==> config.mk <==
export PLATFORM = sky130hd
export DESIGN_NAME = tuner_seek_controller_flat
export DESIGN_NICKNAME = d
export VERILOG_FILES = /design/src/tsc_pkg.sv /design/src/tsc_if.sv /design/src/tuner_seek_controller.sv /design/src/tsc_core.sv /design/src/flat_wrapper.sv
export SDC_FILE = /design/constraint.sdc
export NUM_CORES = 1
export LEC_CHECK = 0
export ABC_AREA = 1
export BUFFER_PORTS_ARGS = -buffer_cell sky130_fd_sc_hd__buf_2
export CAP_MARGIN = 20
export CORE_ASPECT_RATIO = 1.1
export CORE_MARGIN = 4
export CORE_UTILIZATION = 50
export DETAILED_ROUTE_END_ITERATION = 10
export GPL_TIMING_DRIVEN = 1
export PLACE_DENSITY = 0.68
export SYNTH_ARGS = -nofsm -noshare
export SYNTH_HDL_FRONTEND = slang
export SYNTH_HIERARCHICAL = 1
export SYNTH_SLANG_ARGS = --single-unit
==> constraint.sdc <==
create_clock -name i_clk -period 6.4 [get_ports i_clk]
set_input_delay 0.64 -clock i_clk [delete_from_list [all_inputs] [get_ports i_clk]]
set_output_delay 0.64 -clock i_clk [all_outputs]
set_load 0.01 [all_outputs]
==> src/tsc_pkg.sv <==
// Package for the tuner seek controller: codes, register and word types.
`timescale 1ns / 1ps
package tsc_pkg;

    typedef enum logic [1:0] {
        MODE_START = 2'd0,
        MODE_MEAS  = 2'd1,
        MODE_TICK  = 2'd2
    } t_mode;

    typedef enum logic [1:0] {
        ST_TUNE     = 2'd0,
        ST_FOUND    = 2'd1,
        ST_NOTFOUND = 2'd2
    } t_status;

    typedef enum logic [2:0] {
        CFG_BAND_MIN  = 3'd0,
        CFG_BAND_MAX  = 3'd1,
        CFG_STEP      = 3'd2,
        CFG_RSSI_THR  = 3'd3,
        CFG_SNR_THR   = 3'd4,
        CFG_STA_LIMIT = 3'd5,
        CFG_TIMEOUT   = 3'd6
    } t_cfg_idx;

    localparam logic [15:0] RST_BAND_MIN  = 16'd8400;
    localparam logic [15:0] RST_BAND_MAX  = 16'd10800;
    localparam logic [9:0]  RST_STEP      = 10'd10;
    localparam logic [6:0]  RST_RSSI_THR  = 7'd15;
    localparam logic [6:0]  RST_SNR_THR   = 7'd8;
    localparam logic [15:0] RST_STA_LIMIT = 16'd241;
    localparam logic [23:0] RST_TIMEOUT   = 24'd300000;

    typedef struct packed {
        logic [15:0] band_min;
        logic [15:0] band_max;
        logic [9:0]  channel_step;
        logic [6:0]  rssi_threshold;
        logic [6:0]  snr_threshold;
        logic [15:0] station_limit;
        logic [23:0] timeout_ms;
    } t_cfg;

    typedef struct packed {
        logic [1:0]  mode;
        logic        seek_up;
        logic [15:0] start_freq;
        logic [6:0]  rssi;
        logic [6:0]  snr;
    } t_item;

    typedef struct packed {
        logic        valid;
        logic [15:0] tune_freq;
        logic [1:0]  status;
    } t_result;

endpackage

==> src/tsc_if.sv <==
// Channel interfaces: seek input words, result words and register writes.
`timescale 1ns / 1ps
interface tsc_in_if;
    logic        valid;
    logic        ready;
    logic [1:0]  mode;
    logic        seek_up;
    logic [15:0] start_freq;
    logic [6:0]  rssi;
    logic [6:0]  snr;
    modport source (output valid, mode, seek_up, start_freq, rssi, snr, input ready);
    modport sink (input valid, mode, seek_up, start_freq, rssi, snr, output ready);
endinterface

interface tsc_out_if;
    logic        valid;
    logic        ready;
    logic [15:0] tune_freq;
    logic [1:0]  status;
    modport source (output valid, tune_freq, status, input ready);
    modport sink (input valid, tune_freq, status, output ready);
endinterface

interface tsc_cfg_if;
    logic        valid;
    logic        ready;
    logic [2:0]  index;
    logic [23:0] data;
    modport source (output valid, index, data, input ready);
    modport sink (input valid, index, data, output ready);
endinterface

==> src/tuner_seek_controller.sv <==
// Top level of the tuner seek controller: register file, input and result registers.
//
// Usage: i_seek takes words of three kinds: start (start frequency and
// direction), measurement report (RSSI and SNR at the tuned channel) and
// one millisecond tick. Each start or accepted report while a seek runs
// yields one word on o_result: the next frequency to tune (status tune),
// the station found, or the start frequency when the seek gives up.
// Ticks and reports while idle yield nothing.
// i_cfg writes the seven registers by index and is always ready; it must be
// written only while no seek word is in flight, which the block does not enforce.
// Path: a word is registered in the input register at accept, worked by the core
// when it moves on, and its result is registered in the output register for o_result.
// Throughput: one word per cycle while o_result is not held; the seek state is
// updated by combinational compare and add logic.
// Reset: registers return to their defaults, the seek is idle and both
// pipeline registers are empty.
// Stall: a held result keeps the word behind it in the input register;
// i_seek.ready drops only when both registers are full.
`timescale 1ns / 1ps
module tuner_seek_controller
    import tsc_pkg::*;
(
    input  logic   i_clk,
    input  logic   i_rst_n,
    tsc_in_if.sink     i_seek,
    tsc_cfg_if.sink    i_cfg,
    tsc_out_if.source  o_result
);

    t_cfg        r_cfg;
    logic        r_s1_valid;
    t_item       r_s1_item;
    logic        r_out_valid;
    logic [15:0] r_out_freq;
    logic [1:0]  r_out_status;
    logic        s1_fire;
    t_result     res;

    // config writes
    assign i_cfg.ready = 1'b1;

    always_ff @(posedge i_clk) begin
        if (!i_rst_n) begin
            r_cfg <= '{band_min: RST_BAND_MIN, band_max: RST_BAND_MAX,
                       channel_step: RST_STEP, rssi_threshold: RST_RSSI_THR,
                       snr_threshold: RST_SNR_THR, station_limit: RST_STA_LIMIT,
                       timeout_ms: RST_TIMEOUT};
        end else if (i_cfg.valid) begin
            unique case (i_cfg.index)
                CFG_BAND_MIN:  r_cfg.band_min       <= i_cfg.data[15:0];
                CFG_BAND_MAX:  r_cfg.band_max       <= i_cfg.data[15:0];
                CFG_STEP:      r_cfg.channel_step   <= i_cfg.data[9:0];
                CFG_RSSI_THR:  r_cfg.rssi_threshold <= i_cfg.data[6:0];
                CFG_SNR_THR:   r_cfg.snr_threshold  <= i_cfg.data[6:0];
                CFG_STA_LIMIT: r_cfg.station_limit  <= i_cfg.data[15:0];
                CFG_TIMEOUT:   r_cfg.timeout_ms     <= i_cfg.data[23:0];
                default: begin
                end
            endcase
        end
    end

    // pipeline control
    assign s1_fire      = r_s1_valid && (!r_out_valid || o_result.ready);
    assign i_seek.ready = !r_s1_valid || s1_fire;

    always_ff @(posedge i_clk) begin
        if (!i_rst_n) begin
            r_s1_valid <= 1'b0;
        end else if (i_seek.ready) begin
            r_s1_valid <= i_seek.valid;
        end
    end

    always_ff @(posedge i_clk) begin
        if (i_seek.ready && i_seek.valid) begin
            r_s1_item <= '{mode: i_seek.mode, seek_up: i_seek.seek_up,
                           start_freq: i_seek.start_freq, rssi: i_seek.rssi,
                           snr: i_seek.snr};
        end
    end

    tsc_core u_core (
        .i_clk   (i_clk),
        .i_rst_n (i_rst_n),
        .i_fire  (s1_fire),
        .i_item  (r_s1_item),
        .i_cfg   (r_cfg),
        .o_res   (res)
    );

    always_ff @(posedge i_clk) begin
        if (!i_rst_n) begin
            r_out_valid <= 1'b0;
        end else if (!r_out_valid || o_result.ready) begin
            r_out_valid <= s1_fire && res.valid;
        end
    end

    always_ff @(posedge i_clk) begin
        if (s1_fire && res.valid) begin
            r_out_freq   <= res.tune_freq;
            r_out_status <= res.status;
        end
    end

    assign o_result.valid     = r_out_valid;
    assign o_result.tune_freq = r_out_freq;
    assign o_result.status    = r_out_status;

endmodule

==> src/tsc_core.sv <==
// Seek state and next-channel logic, one word per enabled cycle.
`timescale 1ns / 1ps
module tsc_core
    import tsc_pkg::*;
(
    input  logic    i_clk,
    input  logic    i_rst_n,
    input  logic    i_fire,
    input  t_item   i_item,
    input  t_cfg    i_cfg,
    output t_result o_res
);

    logic [15:0] r_origin, n_origin;
    logic [15:0] r_probe, n_probe;
    logic [15:0] r_tried, n_tried;
    logic [23:0] r_elapsed, n_elapsed;
    logic        r_up, n_up;
    logic        r_busy, n_busy;

    always_comb begin
        logic [15:0] probe;
        logic [15:0] origin;
        logic        up;
        logic [16:0] sum;
        logic [15:0] diff;
        logic        at_limit;
        logic [15:0] tried_inc;
        logic        do_adv;

        n_origin  = r_origin;
        n_probe   = r_probe;
        n_tried   = r_tried;
        n_elapsed = r_elapsed;
        n_up      = r_up;
        n_busy    = r_busy;
        o_res     = '0;
        do_adv    = 1'b0;

        if (i_item.mode == MODE_START) begin
            probe  = i_item.start_freq;
            origin = i_item.start_freq;
            up     = i_item.seek_up;
        end else begin
            probe  = r_probe;
            origin = r_origin;
            up     = r_up;
        end

        sum  = {1'b0, probe} + {7'd0, i_cfg.channel_step};
        diff = probe - {6'd0, i_cfg.channel_step};
        if (up) begin
            at_limit = sum > {1'b0, i_cfg.band_max};
        end else begin
            at_limit = (probe < {6'd0, i_cfg.channel_step}) || (diff < i_cfg.band_min);
        end

        tried_inc = (r_tried != 16'hFFFF) ? r_tried + 16'd1 : r_tried;

        unique case (i_item.mode)
            MODE_START: begin
                n_origin  = origin;
                n_probe   = probe;
                n_up      = up;
                n_tried   = '0;
                n_elapsed = '0;
                n_busy    = 1'b1;
                do_adv    = 1'b1;
            end
            MODE_MEAS: begin
                if (r_busy) begin
                    if (i_item.rssi >= i_cfg.rssi_threshold &&
                        i_item.snr >= i_cfg.snr_threshold) begin
                        n_busy = 1'b0;
                        o_res  = '{valid: 1'b1, tune_freq: r_probe, status: ST_FOUND};
                    end else begin
                        n_tried = tried_inc;
                        if (r_probe == r_origin || tried_inc >= i_cfg.station_limit ||
                            r_elapsed > i_cfg.timeout_ms) begin
                            n_busy = 1'b0;
                            o_res  = '{valid: 1'b1, tune_freq: r_origin,
                                       status: ST_NOTFOUND};
                        end else begin
                            do_adv = 1'b1;
                        end
                    end
                end
            end
            MODE_TICK: begin
                if (r_busy && r_elapsed != 24'hFFFFFF) begin
                    n_elapsed = r_elapsed + 24'd1;
                end
            end
            default: begin
            end
        endcase

        if (do_adv) begin
            if (at_limit) begin
                n_busy = 1'b0;
                o_res  = '{valid: 1'b1, tune_freq: origin, status: ST_NOTFOUND};
            end else begin
                n_probe = up ? sum[15:0] : diff;
                o_res   = '{valid: 1'b1, tune_freq: n_probe, status: ST_TUNE};
            end
        end
    end

    always_ff @(posedge i_clk) begin
        if (!i_rst_n) begin
            r_origin  <= '0;
            r_probe   <= '0;
            r_tried   <= '0;
            r_elapsed <= '0;
            r_up      <= 1'b0;
            r_busy    <= 1'b0;
        end else if (i_fire) begin
            r_origin  <= n_origin;
            r_probe   <= n_probe;
            r_tried   <= n_tried;
            r_elapsed <= n_elapsed;
            r_up      <= n_up;
            r_busy    <= n_busy;
        end
    end

endmodule
==> src/flat_wrapper.sv <==
// flat-port wrapper written by rule: the top's interface ports become plain ports
module tuner_seek_controller_flat import tsc_pkg::*;
  (i_clk, i_rst_n, i_seek_valid, i_seek_mode, i_seek_seek_up, i_seek_start_freq, i_seek_rssi, i_seek_snr, i_seek_ready, i_cfg_valid, i_cfg_index, i_cfg_data, i_cfg_ready, o_result_valid, o_result_tune_freq, o_result_status, o_result_ready);
  tsc_in_if i_seek_i ();
  tsc_cfg_if i_cfg_i ();
  tsc_out_if o_result_i ();
  input  logic i_clk;
  input  logic i_rst_n;
  input wire logic [$bits(i_seek_i.valid)-1:0] i_seek_valid;
  input wire logic [$bits(i_seek_i.mode)-1:0] i_seek_mode;
  input wire logic [$bits(i_seek_i.seek_up)-1:0] i_seek_seek_up;
  input wire logic [$bits(i_seek_i.start_freq)-1:0] i_seek_start_freq;
  input wire logic [$bits(i_seek_i.rssi)-1:0] i_seek_rssi;
  input wire logic [$bits(i_seek_i.snr)-1:0] i_seek_snr;
  output wire logic [$bits(i_seek_i.ready)-1:0] i_seek_ready;
  input wire logic [$bits(i_cfg_i.valid)-1:0] i_cfg_valid;
  input wire logic [$bits(i_cfg_i.index)-1:0] i_cfg_index;
  input wire logic [$bits(i_cfg_i.data)-1:0] i_cfg_data;
  output wire logic [$bits(i_cfg_i.ready)-1:0] i_cfg_ready;
  output wire logic [$bits(o_result_i.valid)-1:0] o_result_valid;
  output wire logic [$bits(o_result_i.tune_freq)-1:0] o_result_tune_freq;
  output wire logic [$bits(o_result_i.status)-1:0] o_result_status;
  input wire logic [$bits(o_result_i.ready)-1:0] o_result_ready;
  assign i_seek_i.valid = i_seek_valid;
  assign i_seek_i.mode = i_seek_mode;
  assign i_seek_i.seek_up = i_seek_seek_up;
  assign i_seek_i.start_freq = i_seek_start_freq;
  assign i_seek_i.rssi = i_seek_rssi;
  assign i_seek_i.snr = i_seek_snr;
  assign i_seek_ready = i_seek_i.ready;
  assign i_cfg_i.valid = i_cfg_valid;
  assign i_cfg_i.index = i_cfg_index;
  assign i_cfg_i.data = i_cfg_data;
  assign i_cfg_ready = i_cfg_i.ready;
  assign o_result_valid = o_result_i.valid;
  assign o_result_tune_freq = o_result_i.tune_freq;
  assign o_result_status = o_result_i.status;
  assign o_result_i.ready = o_result_ready;
  tuner_seek_controller u_core (.i_clk(i_clk), .i_rst_n(i_rst_n), .i_seek(i_seek_i), .i_cfg(i_cfg_i), .o_result(o_result_i));
endmodule
Yosys cells after proc, flatten, opt, wreduce, memory -nomap -nowiden
Index checks and enable logic that the tools add are counted.
{"block": "op_classes", "div": 0, "n_bitwise": 0, "order_cmp": 7, "n_mux": 27, "n_eq_ne": 14, "multipliers": 0, "add_sub_neg": 4, "reduce_logical": 26, "shifts": 0}
{"cell": "16-bit two-way mux", "n": 9}
{"cell": "19-bit two-way mux", "n": 5}
{"cell": "24-bit case mux with 2 select lines", "n": 1}
{"cell": "16-bit case mux with 2 select lines", "n": 1}
{"cell": "24-bit by 1-bit adder with 24-bit output (second input constant)", "n": 1}
{"cell": "24-bit > comparator", "n": 1}
{"cell": "24-bit two-way mux", "n": 1}
{"cell": "24-bit inequality test (second input constant)", "n": 1}
{"cell": "18-bit two-way mux", "n": 1}
{"cell": "16-bit by 10-bit adder with 17-bit output", "n": 1}
{"cell": "17-bit by 16-bit > comparator with 1-bit output", "n": 1}
{"cell": "16-bit by 1-bit adder with 16-bit output (second input constant)", "n": 1}
{"cell": "16-bit equality test", "n": 1}
{"cell": "16-bit >= comparator", "n": 1}
{"cell": "16-bit by 10-bit less-than comparator with 1-bit output", "n": 1}
{"cell": "16-bit less-than comparator", "n": 1}
{"cell": "16-bit inequality test (second input constant)", "n": 1}
{"cell": "2-bit AND reduction", "n": 8}
{"cell": "16-bit by 10-bit subtractor with 16-bit output", "n": 1}
{"cell": "7-bit >= comparator", "n": 2}
{"cell": "3-bit equality test (second input constant)", "n": 3}
{"cell": "1-bit two-way mux", "n": 7}
{"cell": "3-bit by 2-bit equality test with 1-bit output (second input constant)", "n": 2}
{"cell": "2-bit inequality test (second input constant)", "n": 3}
{"cell": "12 further kinds", "n": 23}
{"block": "word_totals", "reg_bits": 223, "inputBits": 65, "n_memories": 0, "latch_bits": 0, "mem_bits_rw": 0, "out_inout_bits": 21, "rom_bits": 0, "elab_cells": 100}

Depth between registers and ports, before layout
{"block": "logic_depth", "depth_word": 11, "depth_mapped": 38, "depth_no_buf": 35}

Cells and area by module
Netlist, hierarchy kept.
{"module": "tsc_core", "cells_each": 1371, "seq_area_each_um2": 1481.4, "area_per_inst_um2": 8439.3, "n_inst": 1}
{"module": "tuner_seek_controller", "cells_each": 600, "seq_area_each_um2": 3493.4, "area_per_inst_um2": 5382.7, "n_inst": 1}

Worst setup path after synthesis
No wires, ideal clock.
{"block": "synth_path", "kind": "flip-flop to flip-flop", "from": "reg u_core/r_s1_item[31] (netlist name)", "to": "reg u_core.r_out_freq[8] (netlist: u_core/o_result.tune_freq[8]), data pin", "stages_incl_launch_ff": 34, "path_buffers": 4, "setup_time_ns": 0.259, "t_required_ns": 6.141, "arrival_ns": 4.149, "slack_ns": 1.992, "synth_period_minus_slack_ns": 4.408, "path_cell_list": "edfxtp_1 > nor2_4 > buf_6 > clkbuf_1 > nand2_1 > o21ai_0 > ha_1 > clkbuf_1 > nor2_1 > inv_1 > nor2_1 > nand2_1 > nand2_1 > a21boi_0 > or2_2 > and2_1 > ha_1 > nand2_1 > inv_1 > o21bai_1 > nand2_1 > nand2_1 > nand2_1 > a21oi_1 > nand2_1 > nand2_1 > nand2_2 > nand2_4 > clkinv_2 > nand2_4 > buf_6 > nor2_1 > a21oi_1 > o21ai_1"}
{"item": "start: declaration", "line_no": "tuner_seek_controller.sv:32", "text": "t_item r_s1_item;"}
{"item": "start signal: assignment", "line_no": "tuner_seek_controller.sv:77", "text": "r_s1_item <= '{mode: i_seek.mode, seek_up: i_seek.seek_up,"}
{"item": "end signal: assignment", "line_no": "tuner_seek_controller.sv:102", "text": "r_out_freq <= res.tune_freq;"}
{"item": "end: declaration", "line_no": "tuner_seek_controller.sv:34", "text": "logic [15:0] r_out_freq;"}

==> results.cfg <==
[status]
status = completed

[pwr]
vdd_drop_max_mv = 0.216
leakagePower_uw = 0.00708
power.density_mw_per_mm2 = 253
total_power_uw = 3930

[synthesis]
synth_area_leaders = dfxtp_1 (25%), nand2_1 (13%), edfxtp_1 (11%)
synth_top_area_share = 0.249
netlist_instances = 1971
ys_seq_elements = 223
syn-cell-area_sq_mm = 0.0138
ys_types = 53
yosys_warnings = 6
synth_nets = 2145
ys_seq_area_frac = 0.360
synth_area_leader_cell = dfxtp_1
avgSynthCellArea_sq_um = 7.01

[worst_setup_path]
cp_max_fo = 28
worst-setup-path-type = reg -> reg
r2r-start = u_core/r_s1_item[31]
reg2regPathDepth = 29
crit_slowest_cell = nor2_4
crit_required_ps = 6780
rrSetupSlack_ps = 1120
arrival_ps = 5660
r2r_end = u_core/o_result.tune_freq[10]
crit_top_cell = nand2_1
setup.worst_path.start_class = flip-flop
critPathCaptureType = flip-flop
cpPeakStageDelay_ps = 640

[timing]
hold_viol = 0
setup_viol = 0
fin_crit_ps = 5280
fin_crit_sh = 0.826
final.setup.tns_ps = 0
fin_skew_ps = 25.4
finalMaxSlewViolations = 0
max_freq_mhz = 189
slew_headroom = 0.272
tightest_slew_ps = 1090
rsz0062_at_grt = false

[floorplan]
die_w_microns = 167
start_util = 0.510
rows = 63
core_sq_mm = 0.0271
die_area_sq_mm = 0.0304
die_height_microns = 182
io_pins = 86

[detailed_routing]
via_count = 13010
post_drt_wl_per_cell_microns = 16.3
viasPerCell = 5.39
drt_iter0_drc = 1223
firstDrtPassIters = 6
drtAntennaViolNets = 0
drc = 0
finalWirelength_microns = 39200

[clock_tree]
cts_sinks = 223
clockBufferDepth = 3
h-tree-depth = 1
insertion_delay_ps = 540
root_buffer = clkbuf_16
cts_hold_buf = 0
cts_resized = 0
tritoncts = done
post_cts_buffers = 0
clk_pin_slew_ps = 60
cts_inserted_buffers = 26

[global_routing]
antenna_found_initial = 0
grt_max_degree = 100
grt_remaining_overflow = 0
grtUsageTotal = 0.251
first_global_vias = 12172
grt_pass1_wl_microns = 62600

[layout]
multi_input_area_sq_mm = 0.00741
drive_gt1_frac = 0.0876
seq_area_sq_mm = 0.00497
area_growth_pct = 12.2
mostFrequentLayoutCell = nand2_1
final_cell_mix = nand2_1 (477), inv_1 (293), nor2_1 (232)
nets = 2209
diodes = 0
fill_cells = 2644
postLayoutCellArea_sq_mm = 0.0155
final_util = 0.572

[min_path]
timing.hold.worst.start = i_seek_start_freq[7]
hold_path_end = u_core/r_s1_item[21]
holdPathStages = 1
hp-class = in -> reg

[placement]
dpl.hpwl_microns = 29200
placed_cell_area_sq_mm = 0.0145
port_buffers = 84
gp_congestion = 0.921

[run]
cap_violations = 0
==> synthesized netlist by cell type, drive strengths merged <==
library cell	count
or2	10
xnor2	5
o211ai	15
nand3	160
ha	107
and3	2
o41ai	1
edfxtp	51
dfxtp	172
clkbuf	28
buf	33
nor4	5
a211oi	14
nand3b	2
a31oi	7
o21a	19
and2	4
a22oi	10
nand2	485
xor2	24
a41oi	1
a21oi	110
fa	2
nor2	243
nor3	33
o2111ai	1
a21o	4
clkinv	6
conb	1
nand4	27
nor3b	1
o31ai	2
o22ai	22
inv	296
o21bai	7
a21boi	3
o21ai	58
==> power breakdown <==
| part | internal (uW) | switching (uW) |
|---|---|---|
| Combinational | 227 | 480 |
| Clock | 1090 | 618 |
| Sequential | 1490 | 29.0 |
| Total | 2810 | 1130 |
==> critical path: cells and delay by family, from the launching register on <==
kind,cells,cell delay [ps]
fa+ha+maj,2,670
buf+inv,5,930
simple gates,16,2040
compound gates,6,950
flops,1,480
==> per-stage QoR <==
stage               cells  hold WS, ps  setup WS (ps)
finish               2412          266           1120
global route         2412          239            563
CTS                  2410          247           1180
detailed placement   2362          447           1210
global placement     2362          441           1340
floorplan            1971          423           1990
==> layer usage <==
layer	track usage	share of wire
met5	0	0
met2	0.417	0.46
met1	0.339	0.44
met3	0.0295	0.061
met4	0.0903	0.037
==> kinds of logic (layout without fill, tap and decap cells) <==
| logic type | Yosys count | after routing | synth area share |
|---|---|---|---|
| AOI/OAI and AO/OA | 274 | 274 | 0.119 |
| xor gates and xnor gates | 29 | 29 | 0.0184 |
| adders and majority gates | 109 | 109 | 0.0998 |
| buffers and inverters | 363 | 447 | 0.104 |
| DFF | 223 | 223 | 0.360 |
| other | 1 | 1 | 0.000271 |
| and+or+nand+nor | 972 | 972 | 0.298 |
==> final cells by class <==
type / count / share of cell area
Clock buffer: 30 / 0.0462
Clock inverter: 18 / 0.0185
Inverter: 302 / 0.0733
Multi-Input combinational cell: 1385 / 0.478
Sequential cell: 223 / 0.321
Tap cell: 357 / 0.0288
Timing Repair Buffer: 97 / 0.0348
==> flip-flops by register name, indices dropped and copies added (netlist names), 2 cells and up <==
name	flops
u_core/o_result.status	2
u_core/o_result.tune_freq	16
u_core/u_core/r_origin	16
u_core/r_s1_item	33
u_core/r_cfg	96
u_core/u_core/r_tried	16
u_core/u_core/r_elapsed	24
u_core/u_core/r_probe	16
==> worst max-delay path by stage <==
stage                               startpoint                             to  slack, ps  depth (start not counted)
after global placement    u_core/r_s1_item[31]   u_core/o_result.tune_freq[8]       1340                         25
after floorplan           u_core/r_s1_item[31]   u_core/o_result.tune_freq[8]       1990                         33
after detailed placement  u_core/r_s1_item[31]   u_core/o_result.tune_freq[8]       1210                         26
final                     u_core/r_s1_item[31]  u_core/o_result.tune_freq[10]       1120                         29
after global routing      u_core/r_s1_item[32]  u_core/o_result.tune_freq[10]        560                         29
after CTS                 u_core/r_s1_item[31]  u_core/o_result.tune_freq[10]       1180                         25
No activity file was read; power rests on OpenSTA's default activity.
